$ cat src/mtp_pkg.sv
// ----------------------------------------------------------------------------
// mtp_pkg
// Shared types and constants for the metadata table parser.
// ----------------------------------------------------------------------------
package mtp_pkg;

  localparam int unsigned FOOTER_BYTES     = 16;
  localparam int unsigned MAX_FIELD_LENGTH = 233;
  localparam int unsigned QUEUE_DEPTH      = 2;

  localparam logic [7:0] SIG_BYTE0 = 8'h4D;
  localparam logic [7:0] SIG_BYTE1 = 8'h44;

  localparam logic [1:0] KIND_IGNORED = 2'd0;
  localparam logic [1:0] KIND_FRAMING = 2'd1;
  localparam logic [1:0] KIND_KEY     = 2'd2;
  localparam logic [1:0] KIND_VALUE   = 2'd3;

  localparam logic [2:0] ST_PARSING = 3'd0;
  localparam logic [2:0] ST_DONE    = 3'd1;
  localparam logic [2:0] ST_NOTABLE = 3'd2;
  localparam logic [2:0] ST_KEYLONG = 3'd3;
  localparam logic [2:0] ST_KEYOVER = 3'd4;
  localparam logic [2:0] ST_VALLONG = 3'd5;
  localparam logic [2:0] ST_VALOVER = 3'd6;

  typedef struct packed {
    logic [7:0] data_byte;
    logic       first_byte;
  } in_word_t;

  typedef struct packed {
    logic [7:0] byte_out;
    logic [1:0] byte_kind;
    logic [7:0] entry_number;
    logic       key_done;
    logic       value_done;
    logic [2:0] parse_status;
  } out_word_t;

  typedef struct packed {
    logic is_sig0;
    logic is_sig1;
    logic is_zero;
    logic too_long;
  } byte_class_t;

  typedef struct packed {
    in_word_t    word;
    byte_class_t cls;
  } queue_entry_t;

endpackage

$ cat src/mtp_front.sv
// ----------------------------------------------------------------------------
// mtp_front
// Accepts input words and tags each byte with its signature and length class.
// ----------------------------------------------------------------------------
module mtp_front (
  input  logic                  in_valid_i,
  output logic                  in_stall_o,
  input  mtp_pkg::in_word_t     in_data_i,
  input  logic                  q_full_i,
  output logic                  q_push_o,
  output mtp_pkg::queue_entry_t q_entry_o
);

  assign in_stall_o = q_full_i;
  assign q_push_o   = in_valid_i && !q_full_i;

  always_comb begin
    q_entry_o.word         = in_data_i;
    q_entry_o.cls.is_sig0  = (in_data_i.data_byte == mtp_pkg::SIG_BYTE0);
    q_entry_o.cls.is_sig1  = (in_data_i.data_byte == mtp_pkg::SIG_BYTE1);
    q_entry_o.cls.is_zero  = (in_data_i.data_byte == 8'd0);
    q_entry_o.cls.too_long = (in_data_i.data_byte > 8'(mtp_pkg::MAX_FIELD_LENGTH));
  end

endmodule

$ cat src/mtp_queue.sv
// ----------------------------------------------------------------------------
// mtp_queue
// Two-entry queue between the classifying front and the parsing back.
// ----------------------------------------------------------------------------
module mtp_queue (
  input  logic                  clk_i,
  input  logic                  rst_ni,
  input  logic                  push_i,
  input  mtp_pkg::queue_entry_t entry_i,
  output logic                  full_o,
  input  logic                  pop_i,
  output logic                  empty_o,
  output mtp_pkg::queue_entry_t entry_o
);

  localparam int unsigned PtrW = $clog2(mtp_pkg::QUEUE_DEPTH);
  localparam int unsigned CntW = $clog2(mtp_pkg::QUEUE_DEPTH + 1);

  mtp_pkg::queue_entry_t mem_q [mtp_pkg::QUEUE_DEPTH];
  logic [PtrW-1:0] wr_ptr_q, wr_ptr_d;
  logic [PtrW-1:0] rd_ptr_q, rd_ptr_d;
  logic [CntW-1:0] count_q, count_d;

  assign full_o  = (count_q == CntW'(mtp_pkg::QUEUE_DEPTH));
  assign empty_o = (count_q == '0);
  assign entry_o = mem_q[rd_ptr_q];

  always_comb begin
    wr_ptr_d = wr_ptr_q;
    rd_ptr_d = rd_ptr_q;
    count_d  = count_q;
    if (push_i) begin
      wr_ptr_d = (wr_ptr_q == PtrW'(mtp_pkg::QUEUE_DEPTH - 1)) ? '0 : wr_ptr_q + 1'b1;
    end
    if (pop_i) begin
      rd_ptr_d = (rd_ptr_q == PtrW'(mtp_pkg::QUEUE_DEPTH - 1)) ? '0 : rd_ptr_q + 1'b1;
    end
    if (push_i && !pop_i) begin
      count_d = count_q + 1'b1;
    end else if (pop_i && !push_i) begin
      count_d = count_q - 1'b1;
    end
  end

  always_ff @(posedge clk_i or negedge rst_ni) begin
    if (!rst_ni) begin
      wr_ptr_q <= '0;
      rd_ptr_q <= '0;
      count_q  <= '0;
    end else begin
      wr_ptr_q <= wr_ptr_d;
      rd_ptr_q <= rd_ptr_d;
      count_q  <= count_d;
    end
  end

  always_ff @(posedge clk_i) begin
    if (push_i) begin
      mem_q[wr_ptr_q] <= entry_i;
    end
  end

endmodule

$ cat src/mtp_back.sv
// ----------------------------------------------------------------------------
// mtp_back
// Table parser state machine with the blob length register and output register.
// ----------------------------------------------------------------------------
module mtp_back (
  input  logic                  clk_i,
  input  logic                  rst_ni,
  input  logic                  cfg_we_i,
  input  logic [31:0]           cfg_wdata_i,
  input  logic                  q_empty_i,
  input  mtp_pkg::queue_entry_t q_entry_i,
  output logic                  q_pop_o,
  output logic                  out_valid_o,
  input  logic                  out_stall_i,
  output mtp_pkg::out_word_t    out_data_o
);

  typedef enum logic [2:0] {
    PH_SIG0,
    PH_SIG1,
    PH_COUNT,
    PH_KEYLEN,
    PH_KEY,
    PH_VALLEN,
    PH_VALUE,
    PH_HALT
  } phase_e;

  phase_e             phase_q, phase_d, phase_w;
  logic [31:0]        blen_q;
  logic [31:0]        pos_q, pos_d, pos_w;
  logic [7:0]         keys_q, keys_d, keys_w;
  logic [7:0]         left_q, left_d, left_w;
  logic [7:0]         entry_q, entry_d, entry_w;
  logic [2:0]         status_q, status_d, status_w;
  logic               out_valid_q;
  mtp_pkg::out_word_t out_q, out_d;

  logic [7:0]  b;
  logic [7:0]  left_dec;
  logic [7:0]  keys_dec;
  logic [33:0] end_sum;
  logic        overrun;
  logic        short_blob;

  assign q_pop_o     = !q_empty_i && (!out_valid_q || !out_stall_i);
  assign out_valid_o = out_valid_q;
  assign out_data_o  = out_q;

  assign b = q_entry_i.word.data_byte;

  // restart view of the state
  always_comb begin
    if (q_entry_i.word.first_byte) begin
      phase_w  = PH_SIG0;
      pos_w    = '0;
      keys_w   = '0;
      left_w   = '0;
      entry_w  = '0;
      status_w = mtp_pkg::ST_PARSING;
    end else begin
      phase_w  = phase_q;
      pos_w    = pos_q;
      keys_w   = keys_q;
      left_w   = left_q;
      entry_w  = entry_q;
      status_w = status_q;
    end
  end

  assign end_sum    = {2'b00, pos_w} + {26'd0, b} + 34'(mtp_pkg::FOOTER_BYTES + 1);
  assign overrun    = end_sum > {2'b00, blen_q};
  assign short_blob = blen_q <= 32'(mtp_pkg::FOOTER_BYTES);
  assign left_dec   = left_w - 8'd1;
  assign keys_dec   = keys_w - 8'd1;

  always_comb begin
    phase_d  = phase_w;
    pos_d    = pos_w;
    keys_d   = keys_w;
    left_d   = left_w;
    entry_d  = entry_w;
    status_d = status_w;
    out_d.byte_out     = b;
    out_d.byte_kind    = mtp_pkg::KIND_IGNORED;
    out_d.entry_number = '0;
    out_d.key_done     = 1'b0;
    out_d.value_done   = 1'b0;

    case (phase_w)
      PH_SIG0: begin
        if (short_blob || !q_entry_i.cls.is_sig0) begin
          status_d = mtp_pkg::ST_NOTABLE;
          phase_d  = PH_HALT;
        end else begin
          out_d.byte_kind = mtp_pkg::KIND_FRAMING;
          phase_d         = PH_SIG1;
        end
      end
      PH_SIG1: begin
        if (!q_entry_i.cls.is_sig1) begin
          status_d = mtp_pkg::ST_NOTABLE;
          phase_d  = PH_HALT;
        end else begin
          out_d.byte_kind = mtp_pkg::KIND_FRAMING;
          phase_d         = PH_COUNT;
        end
      end
      PH_COUNT: begin
        out_d.byte_kind = mtp_pkg::KIND_FRAMING;
        keys_d          = b;
        entry_d         = '0;
        if (q_entry_i.cls.is_zero) begin
          status_d = mtp_pkg::ST_DONE;
          phase_d  = PH_HALT;
        end else begin
          phase_d = PH_KEYLEN;
        end
      end
      PH_KEYLEN: begin
        out_d.byte_kind    = mtp_pkg::KIND_FRAMING;
        out_d.entry_number = entry_w;
        if (q_entry_i.cls.too_long) begin
          status_d = mtp_pkg::ST_KEYLONG;
          phase_d  = PH_HALT;
        end else if (overrun) begin
          status_d = mtp_pkg::ST_KEYOVER;
          phase_d  = PH_HALT;
        end else begin
          left_d = b;
          if (q_entry_i.cls.is_zero) begin
            out_d.key_done = 1'b1;
            phase_d        = PH_VALLEN;
          end else begin
            phase_d = PH_KEY;
          end
        end
      end
      PH_KEY: begin
        out_d.byte_kind    = mtp_pkg::KIND_KEY;
        out_d.entry_number = entry_w;
        left_d             = left_dec;
        if (left_dec == 8'd0) begin
          out_d.key_done = 1'b1;
          phase_d        = PH_VALLEN;
        end
      end
      PH_VALLEN: begin
        out_d.byte_kind    = mtp_pkg::KIND_FRAMING;
        out_d.entry_number = entry_w;
        if (q_entry_i.cls.too_long) begin
          status_d = mtp_pkg::ST_VALLONG;
          phase_d  = PH_HALT;
        end else if (overrun) begin
          status_d = mtp_pkg::ST_VALOVER;
          phase_d  = PH_HALT;
        end else begin
          left_d = b;
          if (q_entry_i.cls.is_zero) begin
            out_d.value_done = 1'b1;
            entry_d          = entry_w + 8'd1;
            keys_d           = keys_dec;
            if (keys_dec == 8'd0) begin
              status_d = mtp_pkg::ST_DONE;
              phase_d  = PH_HALT;
            end else begin
              phase_d = PH_KEYLEN;
            end
          end else begin
            phase_d = PH_VALUE;
          end
        end
      end
      PH_VALUE: begin
        out_d.byte_kind    = mtp_pkg::KIND_VALUE;
        out_d.entry_number = entry_w;
        left_d             = left_dec;
        if (left_dec == 8'd0) begin
          out_d.value_done = 1'b1;
          entry_d          = entry_w + 8'd1;
          keys_d           = keys_dec;
          if (keys_dec == 8'd0) begin
            status_d = mtp_pkg::ST_DONE;
            phase_d  = PH_HALT;
          end else begin
            phase_d = PH_KEYLEN;
          end
        end
      end
      default: begin
      end
    endcase

    if (out_d.byte_kind != mtp_pkg::KIND_IGNORED) begin
      pos_d = pos_w + 32'd1;
    end
    out_d.parse_status = status_d;
  end

  always_ff @(posedge clk_i or negedge rst_ni) begin
    if (!rst_ni) begin
      phase_q     <= PH_SIG0;
      blen_q      <= '0;
      pos_q       <= '0;
      keys_q      <= '0;
      left_q      <= '0;
      entry_q     <= '0;
      status_q    <= mtp_pkg::ST_PARSING;
      out_valid_q <= 1'b0;
    end else begin
      if (cfg_we_i) begin
        blen_q <= cfg_wdata_i;
      end
      if (q_pop_o) begin
        phase_q  <= phase_d;
        pos_q    <= pos_d;
        keys_q   <= keys_d;
        left_q   <= left_d;
        entry_q  <= entry_d;
        status_q <= status_d;
      end
      if (q_pop_o) begin
        out_valid_q <= 1'b1;
      end else if (!out_stall_i) begin
        out_valid_q <= 1'b0;
      end
    end
  end

  always_ff @(posedge clk_i) begin
    if (q_pop_o) begin
      out_q <= out_d;
    end
  end

endmodule

$ cat src/metadata_table_parser_core.sv
// ----------------------------------------------------------------------------
// metadata_table_parser_core
// Byte-stream parser for the key/value metadata table at the front of a blob.
// ----------------------------------------------------------------------------
// Program blob_length over the cfg port while idle, then stream the blob one
// byte per word with first_byte set on byte 0. Every input word yields one
// output word carrying the byte, its kind, entry number, end-of-key and
// end-of-value marks and the parse status. The block takes one byte per clock
// cycle while neither side stalls; each byte passes through the two-entry queue
// between the classifying front and the parser, and through the output register
// that the parser writes. The input side stalls only while the queue is full.
module metadata_table_parser_core (
  input  logic               clk_i,
  input  logic               rst_ni,
  input  logic               cfg_we_i,
  input  logic [31:0]        cfg_wdata_i,
  input  logic               in_valid_i,
  output logic               in_stall_o,
  input  mtp_pkg::in_word_t  in_data_i,
  output logic               out_valid_o,
  input  logic               out_stall_i,
  output mtp_pkg::out_word_t out_data_o
);

  logic                  q_full;
  logic                  q_empty;
  logic                  q_push;
  logic                  q_pop;
  mtp_pkg::queue_entry_t q_wr_entry;
  mtp_pkg::queue_entry_t q_rd_entry;

  mtp_front u_front (
    .in_valid_i (in_valid_i),
    .in_stall_o (in_stall_o),
    .in_data_i  (in_data_i),
    .q_full_i   (q_full),
    .q_push_o   (q_push),
    .q_entry_o  (q_wr_entry)
  );

  mtp_queue u_queue (
    .clk_i   (clk_i),
    .rst_ni  (rst_ni),
    .push_i  (q_push),
    .entry_i (q_wr_entry),
    .full_o  (q_full),
    .pop_i   (q_pop),
    .empty_o (q_empty),
    .entry_o (q_rd_entry)
  );

  mtp_back u_back (
    .clk_i       (clk_i),
    .rst_ni      (rst_ni),
    .cfg_we_i    (cfg_we_i),
    .cfg_wdata_i (cfg_wdata_i),
    .q_empty_i   (q_empty),
    .q_entry_i   (q_rd_entry),
    .q_pop_o     (q_pop),
    .out_valid_o (out_valid_o),
    .out_stall_i (out_stall_i),
    .out_data_o  (out_data_o)
  );

endmodule

$ cat config.mk
export PLATFORM = sky130hd
export DESIGN_NAME = metadata_table_parser_core
export DESIGN_NICKNAME = d
export VERILOG_FILES = /design/src/mtp_pkg.sv /design/src/mtp_front.sv /design/src/mtp_queue.sv /design/src/mtp_back.sv /design/src/metadata_table_parser_core.sv
export SDC_FILE = /design/constraint.sdc
export NUM_CORES = 1
export LEC_CHECK = 0
export ABC_AREA = 0
export BUFFER_PORTS_ARGS = -buffer_cell sky130_fd_sc_hd__buf_2
export CAP_MARGIN = 20
export CORE_ASPECT_RATIO = 1.75
export CORE_MARGIN = 3
export CORE_UTILIZATION = 35
export DETAILED_ROUTE_END_ITERATION = 8
export MAX_ROUTING_LAYER = met4
export SLEW_MARGIN = 0
export SYNTH_ARGS = -nofsm -noshare
export SYNTH_HDL_FRONTEND = slang
export SYNTH_SLANG_ARGS = --single-unit
$ cat constraint.sdc
create_clock -name clk_i -period 24.4 [get_ports clk_i]
set_input_delay 0 -clock clk_i [delete_from_list [all_inputs] [get_ports clk_i]]
set_output_delay 0 -clock clk_i [all_outputs]
set_load 0.005 [all_outputs]
==> results.tsv <==
stage	metric	value	unit
run_status	outcome	finished clean	
detailed_routing	antenna viol nets, final	0	
critical_path	highest net fanout along the worst path	56	
clock_tree	H-Tree Depth	4	
clock_tree	Worst-Skew Late Latency	0.45	ns
finish	Fillers	2993	
synth	Cells after Synth	1268	
clock_tree	post-CTS resize count	0	
finish	ratio of cells with drive above 1 in the final layout	10.5	%
timing	Clock Skew	0.0142	ns
global_route	GRT Overall Usage	21.3	%
pwr	Switch Pwr	527	µW
finish	Final nets	1442	
timing	Final Hold Viols	0	
finish	footprint of the multi-input gates	0.00620	mm²
floorplan	Rows	83	
synth	post-synth cell types	85	
pwr	cell leakage power	4.99	nW
critical_path	Max stage delay on crit path	0.77	ns
synth	post-synthesis sequential area ratio	37.3	%
global_route	vias in the first global route	9964	
worst_hold_path	hold crit path type	primary input to async pin	
synth	top cells by area, synth	dfrtp_1, edfxtp_1, nand2_1	
global_route	GR Overflow Total	0	
run	max cap viols	0	
floorplan	DIE WIDTH	138	µm
finish	n_diodes	0	
clock_tree	Post-CTS Setup Bufs	0	
timing	Final Cycle Share	34.5	%
clock_tree	clock slew at reported path FFs	0.07	ns
critical_path	slowest CP cell	mux2i_4	
timing	max-slew violation count	0	
placed_design	post-DP HPWL	24400	µm
critical_path	crit path buf inv count	3	
clock_tree	CTS tree	yes	
clock_tree	total CTS buffers	17	
clock_tree	CTS Buffer Depth	2	
synth	Mapped Area	0.0106	mm²
synth	synth cell count leaders	nand2_1, nor2_1, dfrtp_1	
floorplan	Initial Util	35.8	%
timing	setup repair after global routing missed its margin	no	
synth	post-synth top area share	23.4	%
pwr	maximum VDD drop	65.9	µV
critical_path	critical path arrival	8.75	ns
timing	minimum clock period	8.42	ns
critical_path	Worst setup EP type	flip-flop	
detailed_routing	Vias	9861	
synth	Mean Syn Cell Area	8.36	µm²
synth	Synth area leader	dfrtp_1	
pwr	Sw Share	44.7	%
synth	most instantiated library cell after synthesis	nand2_1	
finish	register area	0.00395	mm²
placed_design	number of port buffers	70	
clock_tree	Root Buffer	clkbuf_16	
pwr	Pwr per Cell Area	95.9	mW/mm²
critical_path	CP most frequent cell	a31oi_1	
global_route	first-pass GRT wire length	52500	µm
floorplan	Die Ht	236	µm
critical_path	CP delay by family, top	simple AND/OR/NAND/NOR gates	
detailed_routing	drt wl/cell	18.9	µm
timing	hold_ws	0.0507	ns
pwr	Comb pwr share	46.5	%
detailed_routing	Detailed Routing Iterations Pass 1	5	
detailed_routing	DRT iter0 DRCs	798	
timing	Final setup viols	0	
synth	Mapped Nets	1357	
floorplan	die area	0.0325	mm²
timing	Least-Margin Pin Slew	1.04	ns
placed_design	Routability Congestion	0.943	
synth	EDFF count, synth	49	
detailed_routing	DRC Markers	0	
floorplan	CORE AREA	0.0296	mm²
detailed_routing	routed vias/inst	5.64	
detailed_routing	drt total wl	33000	µm
timing	Rel. slew slack	29.1	%
pwr	Power, Total	1.18	mW
pwr	internal power	652	µW
timing	setup_tns	0	ns
timing	fmax	119	MHz
synth	ys flop type	dfrtp_1	
finish	P&R area growth vs syn	15.9	%
global_route	initial antenna violation count	0	
synth	synthesized flop and latch total	148	
critical_path	critical path type	flip-flop to flip-flop	
synth	ys async rst share	66.9	%
global_route	pin count of the biggest net entering global routing	64	
critical_path	Critical Path Start Type	flip-flop	
synth	Synth Warn #	0	
clock_tree	clock sinks	148	
floorplan	IO Pins	71	
pwr	Clock Power Share	22.3	%
pwr	Reg power frac	31.2	%
critical_path	WP data required	24.73	ns
==> path summary, 6_finish.rpt <==
path,startpoint,endpoint,slack [ns],depth (start not counted)
max,u_queue.mem_q[0][4]$_DFFE_PP_,u_back.keys_q[3]$_DFFE_PN0P_,15.98,28
min,rst_ni,u_queue.wr_ptr_q$_DFFE_PN0P_,0.05,2
max reg2reg,u_queue.mem_q[0][4]$_DFFE_PP_,u_back.keys_q[3]$_DFFE_PN0P_,15.98,28
min reg2reg,u_back.pos_q[6]$_DFFE_PN0P_,u_back.pos_q[6]$_DFFE_PN0P_,0.48,1
max in group asynchronous,rst_ni,u_back.phase_q[1]$_DFFE_PN0P_,23.09,3
min in group clk_i,cfg_we_i,u_back.blen_q[3]$_DFFE_PN0P_,0.21,3
==> stage by stage <==
stage | setup slack [ns] | area [µm²] | cells | utilization (%)
after CTS | 16.09 | 12300 | 1747 | 41.5
after global routing | 15.41 | 12300 | 1748 | 41.5
after floorplan | 16.47 | 10600 | 1268 | -
final | 15.98 | 12300 | 1748 | 41.5
after global placement | 16.19 | 11300 | 1671 | 38.1
after detailed placement | 16.13 | 11300 | 1671 | 38.1
==> repair_timing <==
item / in CTS / in global routing
endpoints found under the hold margin: 98 / 0
hold buffers: 44 / 0
endpoints found under the setup margin: 0 / 0
==> cell families (layout without fill, tap and decap cells) <==
kind of cell | after synthesis | after routing | synth area share, %
multiplexers | 23 | 23 | 2.37
adder cells (fa/ha/maj) | 43 | 43 | 5.08
flip-flops | 148 | 148 | 37.3
AO/OA/AOI/OAI | 307 | 307 | 18.8
XOR/XNOR | 92 | 92 | 7.60
AND/OR/NAND/NOR | 542 | 542 | 24.5
buffers and inverters | 113 | 211 | 4.37
==> final cells by class <==
cell class	instances	area share (%)
repair buffers	126	7.22
inverters	53	1.62
multi-input cells	1007	50.5
clock buffers	17	3.46
clock inverters	15	1.18
well taps	382	3.89
flip-flops and latches	148	32.1
==> registers in the layout, summed over array words and instances (netlist names) <==
name                cells
u_back.pos_q           32
u_back.phase_q          3
u_back.out_valid_o      1
u_queue.mem_q          26
u_queue.wr_ptr_q        1
u_back.keys_q           8
u_back.entry_q          8
u_back.out_data_o      23
u_back.left_q           8
u_queue.rd_ptr_q        1
u_queue.count_q         2
u_back.status_q         3
u_back.blen_q          32
==> power groups by stage <==
stage               Sequential (mW)  Clock, mW  Combinational [mW]
global placement              0.370          0               0.531
finish                        0.368      0.263               0.548
detailed placement            0.371          0               0.536
floorplan                     0.352          0               0.382
CTS                           0.367      0.269               0.547
global route                  0.376      0.277               0.601
==> worst reg2reg max path, delay by kind of cell, from the launching register on <==
family / cells / cell delay, ns
buf+inv: 3 / 1.02
flops: 1 / 0.53
simple gates: 7 / 2.89
compound gates: 14 / 2.46
xor+xnor: 1 / 0.15
fa+ha+maj: 2 / 0.49
mux: 1 / 0.77
==> placed cells by master, fill, tap and decap left out, types with 6 or more instances in the layout <==
cell             n
nand2_1        196
nor2_1         112
dfrtp_1         99
o21ai_0         80
a21oi_1         73
buf_2           69
xnor2_1         54
inv_1           51
edfxtp_1        49
dlygate4sd3_1   44
nand3_1         43
ha_1            43
nor3_1          41
xor2_1          38
a31oi_1         23
nor2b_1         22
nor4_1          17
and3_1          17
clkbuf_16       17
and2_1          15
nand4_1         15
o211ai_1        14
nand2b_1        13
a21o_1          12
buf_4           12
mux2i_1         11
or3_1            9
a311oi_1         9
a211oi_1         9
mux2_2           9
a32oi_1          8
or2_2            8
or4_1            7
o22ai_1          7
a22oi_1          6
==> metal layers <==
metal	vias to the layer above	global-route usage [%]	part of all wire, %
met4	0	13.6	6.2
met2	282	38.0	54
met3	119	2.67	3.2
met5	-	-	0
li1	4747	-	-
met1	4713	21.4	37
(Power assumes the default switching activity.)
